$ cat src/hdl/lmcs_pkg.sv
// Package for the LED matrix column scan shifter.
// Holds the shared constants, the result kind codes, the sequencer types and the hex font.
// Used by lmcs_bitgen, lmcs_seq and led_matrix_column_scan_shifter; depends on nothing.
`timescale 1ns / 1ps

package lmcs_pkg;

    // Geometry of one display and of the chain.
    localparam int DIGITS          = 4;
    localparam int DIGIT_W         = 4;
    localparam int GLYPH_COLS      = 5;
    localparam int GLYPH_ROWS      = 7;
    localparam int MAX_DISPLAYS    = 4;
    localparam int COUNT_W         = 3;
    localparam int COL_W           = 3;
    localparam int ROW_W           = 3;
    localparam int DISP_W          = 2;
    localparam int TDATA_IN_W      = DIGITS * DIGIT_W;
    localparam int TDATA_OUT_W     = 8;

    localparam logic [COUNT_W-1:0] DISPLAY_COUNT_RST = 3'd4;
    localparam logic [COL_W-1:0]   COL_LAST          = 3'(GLYPH_COLS - 1);
    localparam logic [ROW_W-1:0]   ROW_LAST          = 3'(GLYPH_ROWS - 1);

    // What one result item drives.
    typedef enum logic [1:0] {
        CHAIN_ROW   = 2'd0,
        CHAIN_COL   = 2'd1,
        CHAIN_LATCH = 2'd2
    } chain_t;

    // Sequencer states.
    typedef enum logic [3:0] {
        S_IDLE  = 4'b0001,
        S_ROW   = 4'b0010,
        S_COL   = 4'b0100,
        S_LATCH = 4'b1000
    } seq_state_t;

    // One step handed from the sequencer to the bit unit.
    typedef struct packed {
        chain_t               chain;
        logic [DIGIT_W-1:0]   digit;
        logic [ROW_W-1:0]     row;
        logic [COL_W-1:0]     pos;
        logic [COL_W-1:0]     col;
    } step_t;

    // Sequencer status seen by the top level.
    typedef struct packed {
        logic idle;
        logic latch;
    } seq_status_t;

    // Hex font, one byte per glyph column; only bits 6..0 are shown.
    localparam logic [7:0] FONT_ROM [0:15][0:GLYPH_COLS-1] = '{
        '{8'hC1, 8'hAE, 8'hB6, 8'hBA, 8'hC1},
        '{8'h7F, 8'hBD, 8'h00, 8'hBF, 8'h7F},
        '{8'h1D, 8'h2E, 8'h36, 8'h36, 8'h39},
        '{8'h5D, 8'h3E, 8'h36, 8'h36, 8'h49},
        '{8'h67, 8'h6B, 8'h6D, 8'h00, 8'h6F},
        '{8'h50, 8'h36, 8'h36, 8'h36, 8'h4E},
        '{8'h41, 8'h36, 8'h36, 8'h36, 8'h4D},
        '{8'h7E, 8'h7E, 8'h0E, 8'h76, 8'h78},
        '{8'h49, 8'h36, 8'h36, 8'h36, 8'h49},
        '{8'h59, 8'h36, 8'h36, 8'h36, 8'h41},
        '{8'h01, 8'h76, 8'h76, 8'h76, 8'h01},
        '{8'h00, 8'h36, 8'h36, 8'h36, 8'h49},
        '{8'h41, 8'h3E, 8'h3E, 8'h3E, 8'h5D},
        '{8'h00, 8'hBE, 8'hBE, 8'hBE, 8'h41},
        '{8'h00, 8'h36, 8'h36, 8'h36, 8'h3E},
        '{8'h00, 8'h76, 8'h76, 8'h76, 8'h7E}
    };

endpackage

$ cat src/hdl/lmcs_bitgen.sv
// Shared bit unit: turns one sequencer step into the serial data bit.
// Does the font lookup and row select for row shifts and the column compare for column shifts.
// Depends on lmcs_pkg.
`timescale 1ns / 1ps

module lmcs_bitgen
(
    input  lmcs_pkg::step_t step,
    output logic            data_bit
);

    logic [7:0] glyph;

    // Font column of the current digit.
    assign glyph = lmcs_pkg::FONT_ROM[step.digit][step.col];

    // Row shifts send the top row first; a column bit is set when pos + col + 1 equals five.
    always_comb
    begin
        case (step.chain)
            lmcs_pkg::CHAIN_ROW:
            begin
                data_bit = glyph[lmcs_pkg::ROW_LAST - step.row];
            end
            lmcs_pkg::CHAIN_COL:
            begin
                data_bit = (step.pos == (lmcs_pkg::COL_LAST - step.col));
            end
            default:
            begin
                data_bit = 1'b0;
            end
        endcase
    end

endmodule

$ cat src/hdl/lmcs_seq.sv
// Scan sequencer: walks the row bits, the column bits and the latch of one scan tick.
// Holds the digits of the item in progress and the glyph column counter.
// Depends on lmcs_pkg.
`timescale 1ns / 1ps

module lmcs_seq
(
    input  logic                                 clk,
    input  logic                                 rst_n,
    input  logic                                 start,
    input  logic [lmcs_pkg::TDATA_IN_W-1:0]      digits_in,
    input  logic [lmcs_pkg::COUNT_W-1:0]         n_eff,
    input  logic                                 advance,
    output lmcs_pkg::step_t                      step,
    output lmcs_pkg::seq_status_t                status
);

    lmcs_pkg::seq_state_t                state_reg, state_next;
    logic [lmcs_pkg::TDATA_IN_W-1:0]     digits_reg, digits_next;
    logic [lmcs_pkg::DISP_W-1:0]         disp_reg, disp_next;
    logic [lmcs_pkg::ROW_W-1:0]          row_reg, row_next;
    logic [lmcs_pkg::COL_W-1:0]          pos_reg, pos_next;
    logic [lmcs_pkg::COL_W-1:0]          scan_col_reg, scan_col_next;
    logic                                last_disp;

    assign last_disp = ({1'b0, disp_reg} == (n_eff - 3'd1));

    // Next-state logic: one step per cycle in which the output slot is free.
    always_comb
    begin
        state_next    = state_reg;
        digits_next   = digits_reg;
        disp_next     = disp_reg;
        row_next      = row_reg;
        pos_next      = pos_reg;
        scan_col_next = scan_col_reg;
        case (state_reg)
            lmcs_pkg::S_IDLE:
            begin
                if (start)
                begin
                    digits_next = digits_in;
                    disp_next   = '0;
                    row_next    = '0;
                    pos_next    = '0;
                    state_next  = (n_eff == '0) ? lmcs_pkg::S_LATCH : lmcs_pkg::S_ROW;
                end
            end
            lmcs_pkg::S_ROW:
            begin
                if (advance)
                begin
                    if (row_reg == lmcs_pkg::ROW_LAST)
                    begin
                        row_next = '0;
                        if (last_disp)
                        begin
                            disp_next  = '0;
                            state_next = lmcs_pkg::S_COL;
                        end
                        else
                        begin
                            disp_next = disp_reg + 2'd1;
                        end
                    end
                    else
                    begin
                        row_next = row_reg + 3'd1;
                    end
                end
            end
            lmcs_pkg::S_COL:
            begin
                if (advance)
                begin
                    if (pos_reg == lmcs_pkg::COL_LAST)
                    begin
                        pos_next = '0;
                        if (last_disp)
                        begin
                            disp_next  = '0;
                            state_next = lmcs_pkg::S_LATCH;
                        end
                        else
                        begin
                            disp_next = disp_reg + 2'd1;
                        end
                    end
                    else
                    begin
                        pos_next = pos_reg + 3'd1;
                    end
                end
            end
            lmcs_pkg::S_LATCH:
            begin
                if (advance)
                begin
                    scan_col_next = (scan_col_reg == lmcs_pkg::COL_LAST) ? '0
                                                                         : scan_col_reg + 3'd1;
                    state_next    = lmcs_pkg::S_IDLE;
                end
            end
            default:
            begin
                state_next = lmcs_pkg::S_IDLE;
            end
        endcase
    end

    // Control registers.
    always_ff @(posedge clk or negedge rst_n)
    begin
        if (!rst_n)
        begin
            state_reg    <= lmcs_pkg::S_IDLE;
            disp_reg     <= '0;
            row_reg      <= '0;
            pos_reg      <= '0;
            scan_col_reg <= '0;
        end
        else
        begin
            state_reg    <= state_next;
            disp_reg     <= disp_next;
            row_reg      <= row_next;
            pos_reg      <= pos_next;
            scan_col_reg <= scan_col_next;
        end
    end

    // Digit payload of the item in progress.
    always_ff @(posedge clk)
    begin
        digits_reg <= digits_next;
    end

    // Step handed to the bit unit.
    always_comb
    begin
        case (state_reg)
            lmcs_pkg::S_ROW:
            begin
                step.chain = lmcs_pkg::CHAIN_ROW;
            end
            lmcs_pkg::S_COL:
            begin
                step.chain = lmcs_pkg::CHAIN_COL;
            end
            default:
            begin
                step.chain = lmcs_pkg::CHAIN_LATCH;
            end
        endcase
        step.digit = digits_reg[{disp_reg, 2'b00} +: lmcs_pkg::DIGIT_W];
        step.row   = row_reg;
        step.pos   = pos_reg;
        step.col   = scan_col_reg;
    end

    assign status.idle  = (state_reg == lmcs_pkg::S_IDLE);
    assign status.latch = (state_reg == lmcs_pkg::S_LATCH);

endmodule

$ cat src/hdl/led_matrix_column_scan_shifter.sv
// Top level of the LED matrix column scan shifter.
// Depends on lmcs_pkg, lmcs_seq and lmcs_bitgen.
//
// Usage:
// Each item on the slave stream is one scan tick carrying four hex digits. The block shows
// the current glyph column on every enabled display: for each display, digit 0 first, it
// sends 7 row shift items (top row first), then 5 column shift items per display, then one
// latch item with tlast set. The glyph column then advances, wrapping after column 4.
// display_count is written through cfg_we/cfg_data; the user must write it only while the
// block is idle, which the block itself does not enforce. Values above MAX_DISPLAYS act as
// MAX_DISPLAYS, and zero gives a tick with only the latch item. The sequencer drives one
// result item per cycle into the output register whenever it is empty or being taken, through
// the shared bit unit; a tick of n displays is 12*n + 1 items (49 for four). s_tready is
// high only while the sequencer is idle, which includes the cycles in which the latch item
// still waits. A stalled master side freezes the sequencer; nothing is dropped.
// Reset sets display_count to 4 and the glyph column to 0, and empties the output register.
`timescale 1ns / 1ps

module led_matrix_column_scan_shifter
#(
    parameter int MAX_DISPLAYS = lmcs_pkg::MAX_DISPLAYS
)
(
    input  logic                                clk,
    input  logic                                rst_n,
    // Configuration: display_count.
    input  logic                                cfg_we,
    input  logic [lmcs_pkg::COUNT_W-1:0]        cfg_data,
    // Slave stream.
    input  logic                                s_tvalid,
    output logic                                s_tready,
    input  logic [lmcs_pkg::TDATA_IN_W-1:0]     s_tdata,   // digit_0, digit_1, digit_2, digit_3
    // Master stream.
    output logic                                m_tvalid,
    input  logic                                m_tready,
    output logic [lmcs_pkg::TDATA_OUT_W-1:0]    m_tdata,   // data_bit, then zero fill
    output logic [1:0]                          m_tuser,   // chain
    output logic                                m_tlast    // last
);

    logic [lmcs_pkg::COUNT_W-1:0]   display_count_reg;
    logic [lmcs_pkg::COUNT_W-1:0]   n_eff;
    logic                           advance;
    logic                           load;
    logic                           start;
    logic                           bit_out;
    lmcs_pkg::step_t                step;
    lmcs_pkg::seq_status_t          status;

    logic                           m_tvalid_reg, m_tvalid_next;
    logic                           data_reg;
    lmcs_pkg::chain_t               chain_reg;
    logic                           last_reg;

    // Configuration register.
    always_ff @(posedge clk or negedge rst_n)
    begin
        if (!rst_n)
        begin
            display_count_reg <= lmcs_pkg::DISPLAY_COUNT_RST;
        end
        else if (cfg_we)
        begin
            display_count_reg <= cfg_data;
        end
    end

    // Effective display count, saturated to the chain length.
    assign n_eff = (display_count_reg > lmcs_pkg::COUNT_W'(MAX_DISPLAYS))
                   ? lmcs_pkg::COUNT_W'(MAX_DISPLAYS) : display_count_reg;

    // Handshake glue.
    assign s_tready = status.idle;
    assign start    = s_tvalid && s_tready;
    assign advance  = !m_tvalid_reg || m_tready;
    assign load     = !status.idle && advance;

    lmcs_seq u_seq
    (
        .clk       (clk),
        .rst_n     (rst_n),
        .start     (start),
        .digits_in (s_tdata),
        .n_eff     (n_eff),
        .advance   (advance),
        .step      (step),
        .status    (status)
    );

    lmcs_bitgen u_bitgen
    (
        .step     (step),
        .data_bit (bit_out)
    );

    // Output register valid flag.
    always_comb
    begin
        if (load)
        begin
            m_tvalid_next = 1'b1;
        end
        else if (m_tready)
        begin
            m_tvalid_next = 1'b0;
        end
        else
        begin
            m_tvalid_next = m_tvalid_reg;
        end
    end

    always_ff @(posedge clk or negedge rst_n)
    begin
        if (!rst_n)
        begin
            m_tvalid_reg <= 1'b0;
        end
        else
        begin
            m_tvalid_reg <= m_tvalid_next;
        end
    end

    // Output register payload.
    always_ff @(posedge clk)
    begin
        if (load)
        begin
            data_reg  <= bit_out;
            chain_reg <= step.chain;
            last_reg  <= status.latch;
        end
    end

    assign m_tvalid = m_tvalid_reg;
    assign m_tdata  = {{(lmcs_pkg::TDATA_OUT_W-1){1'b0}}, data_reg};
    assign m_tuser  = chain_reg;
    assign m_tlast  = last_reg;

    // The glyph column never leaves the font range.
    a_col_range: assert property (@(posedge clk) disable iff (!rst_n)
        step.col <= lmcs_pkg::COL_LAST)
        else $error("glyph column out of range");

    // A latch step taken into the output register frees the input side next cycle.
    a_latch_frees: assert property (@(posedge clk) disable iff (!rst_n)
        (status.latch && advance) |=> s_tready)
        else $error("block not ready after the latch item");

    // Only the latch item ends a tick, and it carries a zero bit.
    a_last_is_latch: assert property (@(posedge clk) disable iff (!rst_n)
        (m_tvalid && m_tlast) |-> (m_tuser == lmcs_pkg::CHAIN_LATCH && m_tdata == '0))
        else $error("last set on a shift item");

    // A latch item always ends the tick.
    a_latch_is_last: assert property (@(posedge clk) disable iff (!rst_n)
        (m_tvalid && m_tuser == lmcs_pkg::CHAIN_LATCH) |-> m_tlast)
        else $error("latch item without last");

    // An accepted item starts its work at once.
    a_start_busy: assert property (@(posedge clk) disable iff (!rst_n)
        start |=> !s_tready)
        else $error("sequencer idle after an accepted item");

endmodule
$ cat config.mk
export PLATFORM = sky130hd
export DESIGN_NAME = led_matrix_column_scan_shifter
export DESIGN_NICKNAME = d
export VERILOG_FILES = /design/src/hdl/lmcs_pkg.sv /design/src/hdl/lmcs_bitgen.sv /design/src/hdl/lmcs_seq.sv /design/src/hdl/led_matrix_column_scan_shifter.sv
export SDC_FILE = /design/constraint.sdc
export NUM_CORES = 1
export LEC_CHECK = 0
export ABC_AREA = 1
export BUFFER_PORTS_ARGS = -buffer_cell sky130_fd_sc_hd__buf_2
export CORE_MARGIN = 4
export CORE_UTILIZATION = 59
export DETAILED_ROUTE_END_ITERATION = 7
export PLACE_DENSITY = 0.81
export SETUP_SLACK_MARGIN = 0.3
export SLEW_MARGIN = 20
export SYNTH_ARGS = -nofsm -noshare
export SYNTH_HDL_FRONTEND = slang
export SYNTH_HIERARCHICAL = 1
export SYNTH_SLANG_ARGS = --single-unit
export TNS_END_PERCENT = 5
$ cat constraint.sdc
create_clock -name clk -period 3.4 [get_ports clk]
set_input_delay 0.51 -clock clk [delete_from_list [all_inputs] [get_ports clk]]
set_output_delay 0.51 -clock clk [all_outputs]
set_load 0.03 [all_outputs]
==> results of run 1 <==
worst max-delay path by stage:
stage	from	endpoint	slack, ns	depth (start not counted)
2_1_floorplan	u_seq/disp_reg[0]$_DFFE_PN0P_	data_reg$_DFFE_PP_	0.72	15
3_3_place_gp	u_seq/disp_reg[0]$_DFFE_PN0P_	data_reg$_DFFE_PP_	0.52	15
3_5_place_dp	u_seq/disp_reg[0]$_DFFE_PN0P_	data_reg$_DFFE_PP_	0.32	15
4_1_cts	u_seq/disp_reg[0]$_DFFE_PN0P_	data_reg$_DFFE_PP_	0.31	15
5_1_grt	u_seq/disp_reg[0]$_DFFE_PN0P_	data_reg$_DFFE_PP_	0.33	15
6_report	u_seq/disp_reg[0]$_DFFE_PN0P_	data_reg$_DFFE_PP_	0.58	15
Yosys cell counts (8+ instances only):
master    instances
nand2_1         111
nand3_1          36
inv_2             8
inv_1            41
nor2_1           34
dfrtp_1          17
a21oi_1          13
edfxtp_1         20
ha_1             15
buf_4             8
o21ai_0          20
nand2_2           9
cells by family (layout without fill, tap and decap cells):
| group | Yosys count | in the layout | synth area share [%] |
|---|---|---|---|
| flip-flops | 39 | 39 | 36.3 |
| XOR/XNOR | 6 | 6 | 1.77 |
| AO/OA/AOI/OAI | 56 | 56 | 10.8 |
| adder cells (fa/ha/maj) | 15 | 15 | 6.31 |
| buffers and inverters | 69 | 89 | 11.2 |
| other | 1 | 7 | 0.126 |
| AND/OR/NAND/NOR | 216 | 216 | 33.5 |
area by class of cell:
| cell class | count | area [um2] | area share [%] |
|---|---|---|---|
| multi-input combinational | 300 | 1600 | 49.4 |
| sequential | 39 | 1080 | 33.3 |
| inverter | 50 | 190 | 5.86 |
| timing repair buffer | 31 | 160 | 4.94 |
| clock buffer | 7 | 97.6 | 3.01 |
| tap | 67 | 83.8 | 2.58 |
| clock inverter | 1 | 30.0 | 0.926 |
power groups by stage:
stage | logic (uW) | clock network (uW) | registers (uW)
5_1_grt | 2030 | 456 | 851
4_1_cts | 1780 | 430 | 827
3_3_place_gp | 1720 | 0 | 833
2_1_floorplan | 1490 | 0 | 798
6_report | 1810 | 425 | 829
3_5_place_dp | 1760 | 0 | 835
critical path: cells and delay by family, from the launching register on:
kind,cells,cell delay (ns)
compound gates,4,0.73
fa+ha+maj,1,0.33
buf+inv,2,0.37
flops,1,0.49
simple gates,8,0.68
metal layers:
layer / share of wire, % / global-route usage, % / wire length, um
met1: 43 / 27.6 / 2640
met2: 48 / 33.7 / 2940
met3: 7.7 / 4.08 / 477
met4: 1.8 / 7.39 / 111
met5: 0 / 0 / 0
metrics by stage:
| stage | setup WS, ns | total power, uW | util, % | std cells |
|---|---|---|---|---|
| after floorplan | 0.719 | 2290 | - | 408 |
| after global placement | 0.522 | 2550 | 64.3 | 487 |
| after detailed placement | 0.319 | 2590 | 64.3 | 487 |
| after CTS | 0.311 | 3030 | 66.9 | 495 |
| after global routing | 0.326 | 3340 | 67.4 | 495 |
| final | 0.577 | 3060 | 67.4 | 495 |
cells in the final DEF (no fill, tap or decap), types with 5 or more instances in the layout:
master    count
nand2_1     111
inv_1        41
nand3_1      36
nor2_1       34
buf_2        29
edfxtp_1     20
o21ai_0      19
dfrtp_1      16
ha_1         15
a21oi_1      13
nand2_2       9
o21ai_1       8
inv_2         8
conb_1        7
nand4_1       7
clkbuf_8      5
nor2_2        5
nor2_4        5
a21oi_2       5
==> run summary, run 1 <==
Result of the run - finished clean
Count of boundary I/O pins - 37
Starting DRC count in detailed routing - 268
Flip-flop and latch count after synthesis - 39
Max capacitance violation total - 0
Clock root buffer master - clkbuf_8
Num CTS Buffers - 5
Slack of the worst reg-to-reg path - 0.58 ns
Via count - 2646
Hold slack final - 0.143 ns
Tot GR Track Use - 20.7%
Endpoint of the most critical register-to-register path - data_reg$_DFFE_PP_
Endpoint class of the critical path - flop
Seq pwr share - 27.1%
Die area - 6240 um2
Cell type of the slowest stage on the worst timing path - dfrtp_2
Total cell area at the placement stage - 3100 um2
Clock latency reported for the late side of the worst-skew pair - 0.30 ns
Core area - 4820 um2
Synth area leader - edfxtp_1
Cell area after technology mapping - 2970 um2
Critical path, cell by cell - inv_1, nor2_1, o22ai_2, inv_1, ha_1, nand2_1, nand2_1, o21ai_0, nand3_1, nand2_1, nand2_1, nand3_1, nand2_1, a21oi_2, a21oi_2
Total setup violations reported at the end of the flow - 0
Worst vdd ir - 487 uV
Crit start category - flop
Pwr dens - 943 nW/um2
Effective utilization at floorplan - 61.7%
Post-Route Skew - 0.0111 ns
Pre-Repair DR Iteration Count - 5
Slew at the pin with the worst max-slew slack - 0.571 ns
Cell-internal power - 1540 uW
Max reg flops - 16
GR Overflow Total - 0
DRC violations left - 0
Global-route wire length before repair - 10200 um
Synth area leaders - edfxtp_1 (20%), dfrtp_1 (14%), nand2_1 (14%), ha_1 (6.3%), nand3_1 (6.1%)
Final number of max-transition violations - 0
Yosys warnings - 6
Number of buffers added to fix hold violations after cts - 0
Async set or reset register ratio after synthesis - 48.7%
DPL Wire Length - 4620 um
Die outline width - 79.0 um
Required time of the critical path - 3.46 ns
Arrival time worst endpoint - 2.88 ns
Filler cell count in the final layout - 410
Clock edge transition at the registers on the reported setup and hold paths - 0.08 ns
Share of the clock period used by the worst path - 83.0%
Post-CTS setup buffer count - 0
Layout-stage area growth over the synthesis result - 9.13%
Cell count after synthesis - 402
Fraction of final layout cells sized beyond drive strength 1 - 18.9%
Sw Share - 49.6%
Total clock sinks - 39
Most used flip-flop cell after synthesis - edfxtp_1
Seq/Total Area, Yosys - 36.3%
RePlAce Congestion - 0.968
Combinational fraction of design power - 59.0%
Worst slew margin relative to its limit - 61.9%
Unrepaired setup endpoints after global routing - false
Minimum clock period - 2.82 ns
Number of nets with antenna violations after detailed routing - 0
Pin count of the biggest net entering global routing - 20
Distinct cell type count after synthesis - 35
Beginning of the worst register-to-register path - u_seq/disp_reg[0]$_DFFE_PN0P_
Port Buf Inserts - 29
ANT cells - 0
Type of the tightest min-delay check - input pin to asynchronous set/reset pin
Number of placement rows - 25
Post-synth EDFFs - 20
Number of buffers between clock root and the deepest sink - 2
CTS H-Tree Depth - 2
CP peak stage delay - 0.49 ns
Post-cts repair resize count - 0
Area of all placed cells without fillers - 3240 um2
Nets - 466
Post-Route Setup TNS - 0 ns
Wire per inst - 12.5 um
Total Routed Length - 6170 um
Worst-path fanout max - 13
Highest clock frequency the design can meet - 0.354 GHz
Count of cells along the worst register-to-register path - 15
Leakage Power - 0.00161 uW
Power share of the clock group - 13.9%
Post-synthesis area per instance - 7.40 um2
Clock tree from TritonCTS - done
Hold Fails Final Rpt - 0
Worst Path Class, Setup - flop to flop
Cell occurring most often along the worst timing path - nand2_1
Vias per Instance - 5.35
Die Y-Extent - 79.0 um
Antenna violations before repair - 0
Fraction of synthesized cell area taken by the top area cell type - 20.2%
Sw power - 1520 uW
Number of global-route vias before repair - 2297
Power figures use the tool's default switching activity.
==> inputs of run 2 (changes only) <==
- ABC_AREA: 1 -> 0
- CORE_UTILIZATION: 59 -> 58
- PLACE_DENSITY: 0.81 -> 0.8
- clock period: 3.4 -> 2.7 ns (I/O delays scaled with it)
==> run 2 against run 1 <==
Critical path depth decreased by 6. Combinational power rose by 79%. Clock-buffer cell count shrank 1. Via count down 3.4%. Sequential share of layout area fell by 2.3 points. Core utilization grew 5.9 points. Register-to-register slack got worse by 0.53 ns. Synthesized area decreased by 4.2%. Cell count down 17%. Wire length is 11% higher. Hold slack got worse by 0.098 ns. Global-route usage grew 2.1 points.
==> run summary, run 2 <==
Starting DRC count in detailed routing - 261
Minimum clock period - 2.65 ns
Worst Path Class, Setup - flop to flop
Clock tree from TritonCTS - done
Nets - 380
Pwr dens - 1400 nW/um2
Pin count of the biggest net entering global routing - 20
Tot GR Track Use - 22.8%
Max reg flops - 16
Launching instance or port of the critical path - u_seq/disp_reg[0]$_DFFE_PN0P_
Combinational family with the most area after synthesis - compound AO/OA/AOI/OAI gates
Hold Fails Final Rpt - 0
GR Overflow Total - 0
Unrepaired setup endpoints after global routing - true
Port Buf Inserts - 29
Beginning of the worst register-to-register path - u_seq/disp_reg[0]$_DFFE_PN0P_
Synth area leaders - edfxtp_1 (21%), dfrtp_1 (15%), ha_1 (6.6%), o21ai_0 (3.3%), mux4_2 (3.2%)
Number of global-route vias before repair - 2384
Yosys warnings - 6
Cell type of the slowest stage on the worst timing path - mux4_2
Post-synth EDFFs - 20
Number of buffers added to fix hold violations after cts - 0
Highest clock frequency the design can meet - 0.377 GHz
Post-Route Skew - 0.00789 ns
Layout-stage area growth over the synthesis result - 22.2%
CP peak stage delay - 0.56 ns
Slack of the worst reg-to-reg path - 0.05 ns
Area fraction in compound gates after synthesis - 22.0%
Count of cells along the worst register-to-register path - 9
Total clock sinks - 39
Arrival time worst endpoint - 2.68 ns
Antenna violations before repair - 0
Delay-heaviest family, CP - compound AO/OA/AOI/OAI gates
Slew at the pin with the worst max-slew slack - 0.594 ns
Die Y-Extent - 78.1 um
Cell occurring most often along the worst timing path - buf_4
Seq/Total Area, Yosys - 37.9%
Cell area after technology mapping - 2850 um2
Leakage Power - 0.00143 uW
Wire per inst - 16.8 um
Share of the synthesized netlist area taken by xor and xnor gates - 2.77%
Core area - 4750 um2
Most common cell in the synthesized netlist - edfxtp_1
Distinct cell type count after synthesis - 76
ANT cells - 0
Most common library cell in the layout ignoring fill and taps - buf_4
Number of buffers between clock root and the deepest sink - 2
Effective utilization at floorplan - 59.9%
Total Routed Length - 6870 um
RePlAce Congestion - 0.971
Num CTS Buffers - 5
Fraction of final layout cells sized beyond drive strength 1 - 31.9%
DPL Wire Length - 4980 um
Die outline width - 78.1 um
Most used cells in the layout excluding fill and tap cells - buf_4 (36), buf_2 (29), edfxtp_1 (20), o21ai_0 (19)
CTS H-Tree Depth - 2
Filler cell count in the final layout - 347
Clock root buffer master - clkbuf_8
Multi-input gate area in the final layout - 1660 um2
Simple-gate share of the synthesized area - 16.6%
Hold slack final - 0.0451 ns
Clock latency reported for the late side of the worst-skew pair - 0.29 ns
Number of nets with antenna violations after detailed routing - 0
Total setup violations reported at the end of the flow - 0
Via count - 2556
Required time of the critical path - 2.73 ns
Share of the clock period used by the worst path - 98.3%
Vias per Instance - 6.25
Cell count after synthesis - 286
Endpoint of the most critical register-to-register path - data_reg$_DFFE_PP_
Count of boundary I/O pins - 37
Most used flip-flop cell after synthesis - edfxtp_1
Clock edge transition at the registers on the reported setup and hold paths - 0.08 ns
Buffers and inverters on the worst path - 2
Max capacitance violation total - 0
Worst slew margin relative to its limit - 60.3%
Leading cell types by count after synthesis - edfxtp_1 (20), o21ai_0 (19), dfrtp_1 (17), nand2_1 (16), nor2_1 (16)
Result of the run - finished clean
Worst-path fanout max - 5
Mux cell area share after synthesis - 6.59%
Global-route wire length before repair - 11000 um
Final number of max-transition violations - 0
Post-Route Setup TNS - 0 ns
Flip-flop and latch count after synthesis - 39
Pre-Repair DR Iteration Count - 5
Register Area - 1080 um2
Worst vdd ir - 852 uV
Number of placement rows - 25
Crit start category - flop
Async set or reset register ratio after synthesis - 48.7%
Type of the tightest min-delay check - input pin to asynchronous set/reset pin
DRC violations left - 0
Synthesized-area fraction occupied by adder cells - 6.59%
Fraction of synthesized cell area taken by the top area cell type - 21.1%
Critical path, cell by cell - mux4_2, buf_4, buf_4, ha_1, mux2i_1, o211ai_1, a311o_1, a311oi_1, a32oi_1
Die area - 6100 um2
Endpoint class of the critical path - flop
Post-synthesis area per instance - 9.96 um2
Synth area leader - edfxtp_1
[run 2: cell types whose count changed in the layout (fill, tap and decap cells not counted), sizes merged, moves of 5 or more]
cell	change
a211oi	+5
a31oi	+5
buf	+37
inv	-35
mux2	+6
nand2	-108
nand2b	+7
nand3	-32
nor2	-28
nor2b	+6
o21ai	-7
[run 2: per-stage QoR]
step / setup WS, ns / power [uW] / cells / cell area (um2) / utilization (%)
2_1_floorplan: 0.122 / 3110 / 292 / 2920 / -
3_3_place_gp: -0.0900 / 4000 / 392 / 3230 / 68.0
3_5_place_dp: -0.0441 / 3990 / 392 / 3230 / 68.0
4_1_cts: 0.0923 / 4670 / 404 / 3410 / 71.7
5_1_grt: -0.0435 / 5220 / 409 / 3480 / 73.2
6_report: 0.0452 / 4890 / 409 / 3480 / 73.2
[run 2: logic make-up after synthesis]
kind of cell,count (synthesis)
and+or+nand+nor,81
muxes,13
AOI/OAI and AO/OA,87
other,1
buffers and inverters,41
adders and majority gates,15
xor gates and xnor gates,9
DFF,39
[run 2: metal layers]
metal,routed length (um),vias up,GRT usage [%]
met5,0,-,0
met4,173,0,8.39
met3,551,23,5.16
met2,3290,138,36.5
met1,2850,1220,30.4
li1,-,1175,-
[run 2: timing repair]
action                     CTS  global route
pin swaps                    5             7
hold endpoints to repair     0             0
setup endpoints to repair   17            19
gates cloned                 0             0
buffers inserted             4             5
gates resized for setup      5             7
[run 2: worst register-to-register path: stages (launching register included)]
cell,delay (ns)
dfrtp_2,0.42
mux4_2,0.56
buf_4,0.16
buf_4,0.15
ha_1,0.24
mux2i_1,0.15
o211ai_1,0.10
a311o_1,0.29
a311oi_1,0.25
a32oi_1,0.08
[run 2: worst max-delay path by stage]
stage / to / cells past startpoint / slack, ns
floorplan: data_reg$_DFFE_PP_ / 9 / 0.12
global placement: data_reg$_DFFE_PP_ / 9 / -0.09
detailed placement: data_reg$_DFFE_PP_ / 9 / -0.04
CTS: data_reg$_DFFE_PP_ / 9 / 0.09
global route: data_reg$_DFFE_PP_ / 9 / -0.04
finish: data_reg$_DFFE_PP_ / 9 / 0.05
[run 2: layout make-up]
class | count | share of cell area (%)
tap | 67 | 2.41
multi-input combinational | 212 | 47.5
timing repair buffer | 68 | 13.4
clock buffer | 6 | 2.08
sequential | 39 | 31.0
clock inverter | 2 | 1.72
inverter | 15 | 1.83
[run 2: power breakdown]
group,switching (uW),leakage [uW],internal (uW),total [uW]
Combinational,1740,0.000928,1500,3240
Clock,196,0.0000654,369,566
Sequential,160,0.000432,918,1080
Total,2100,0.00143,2780,4890
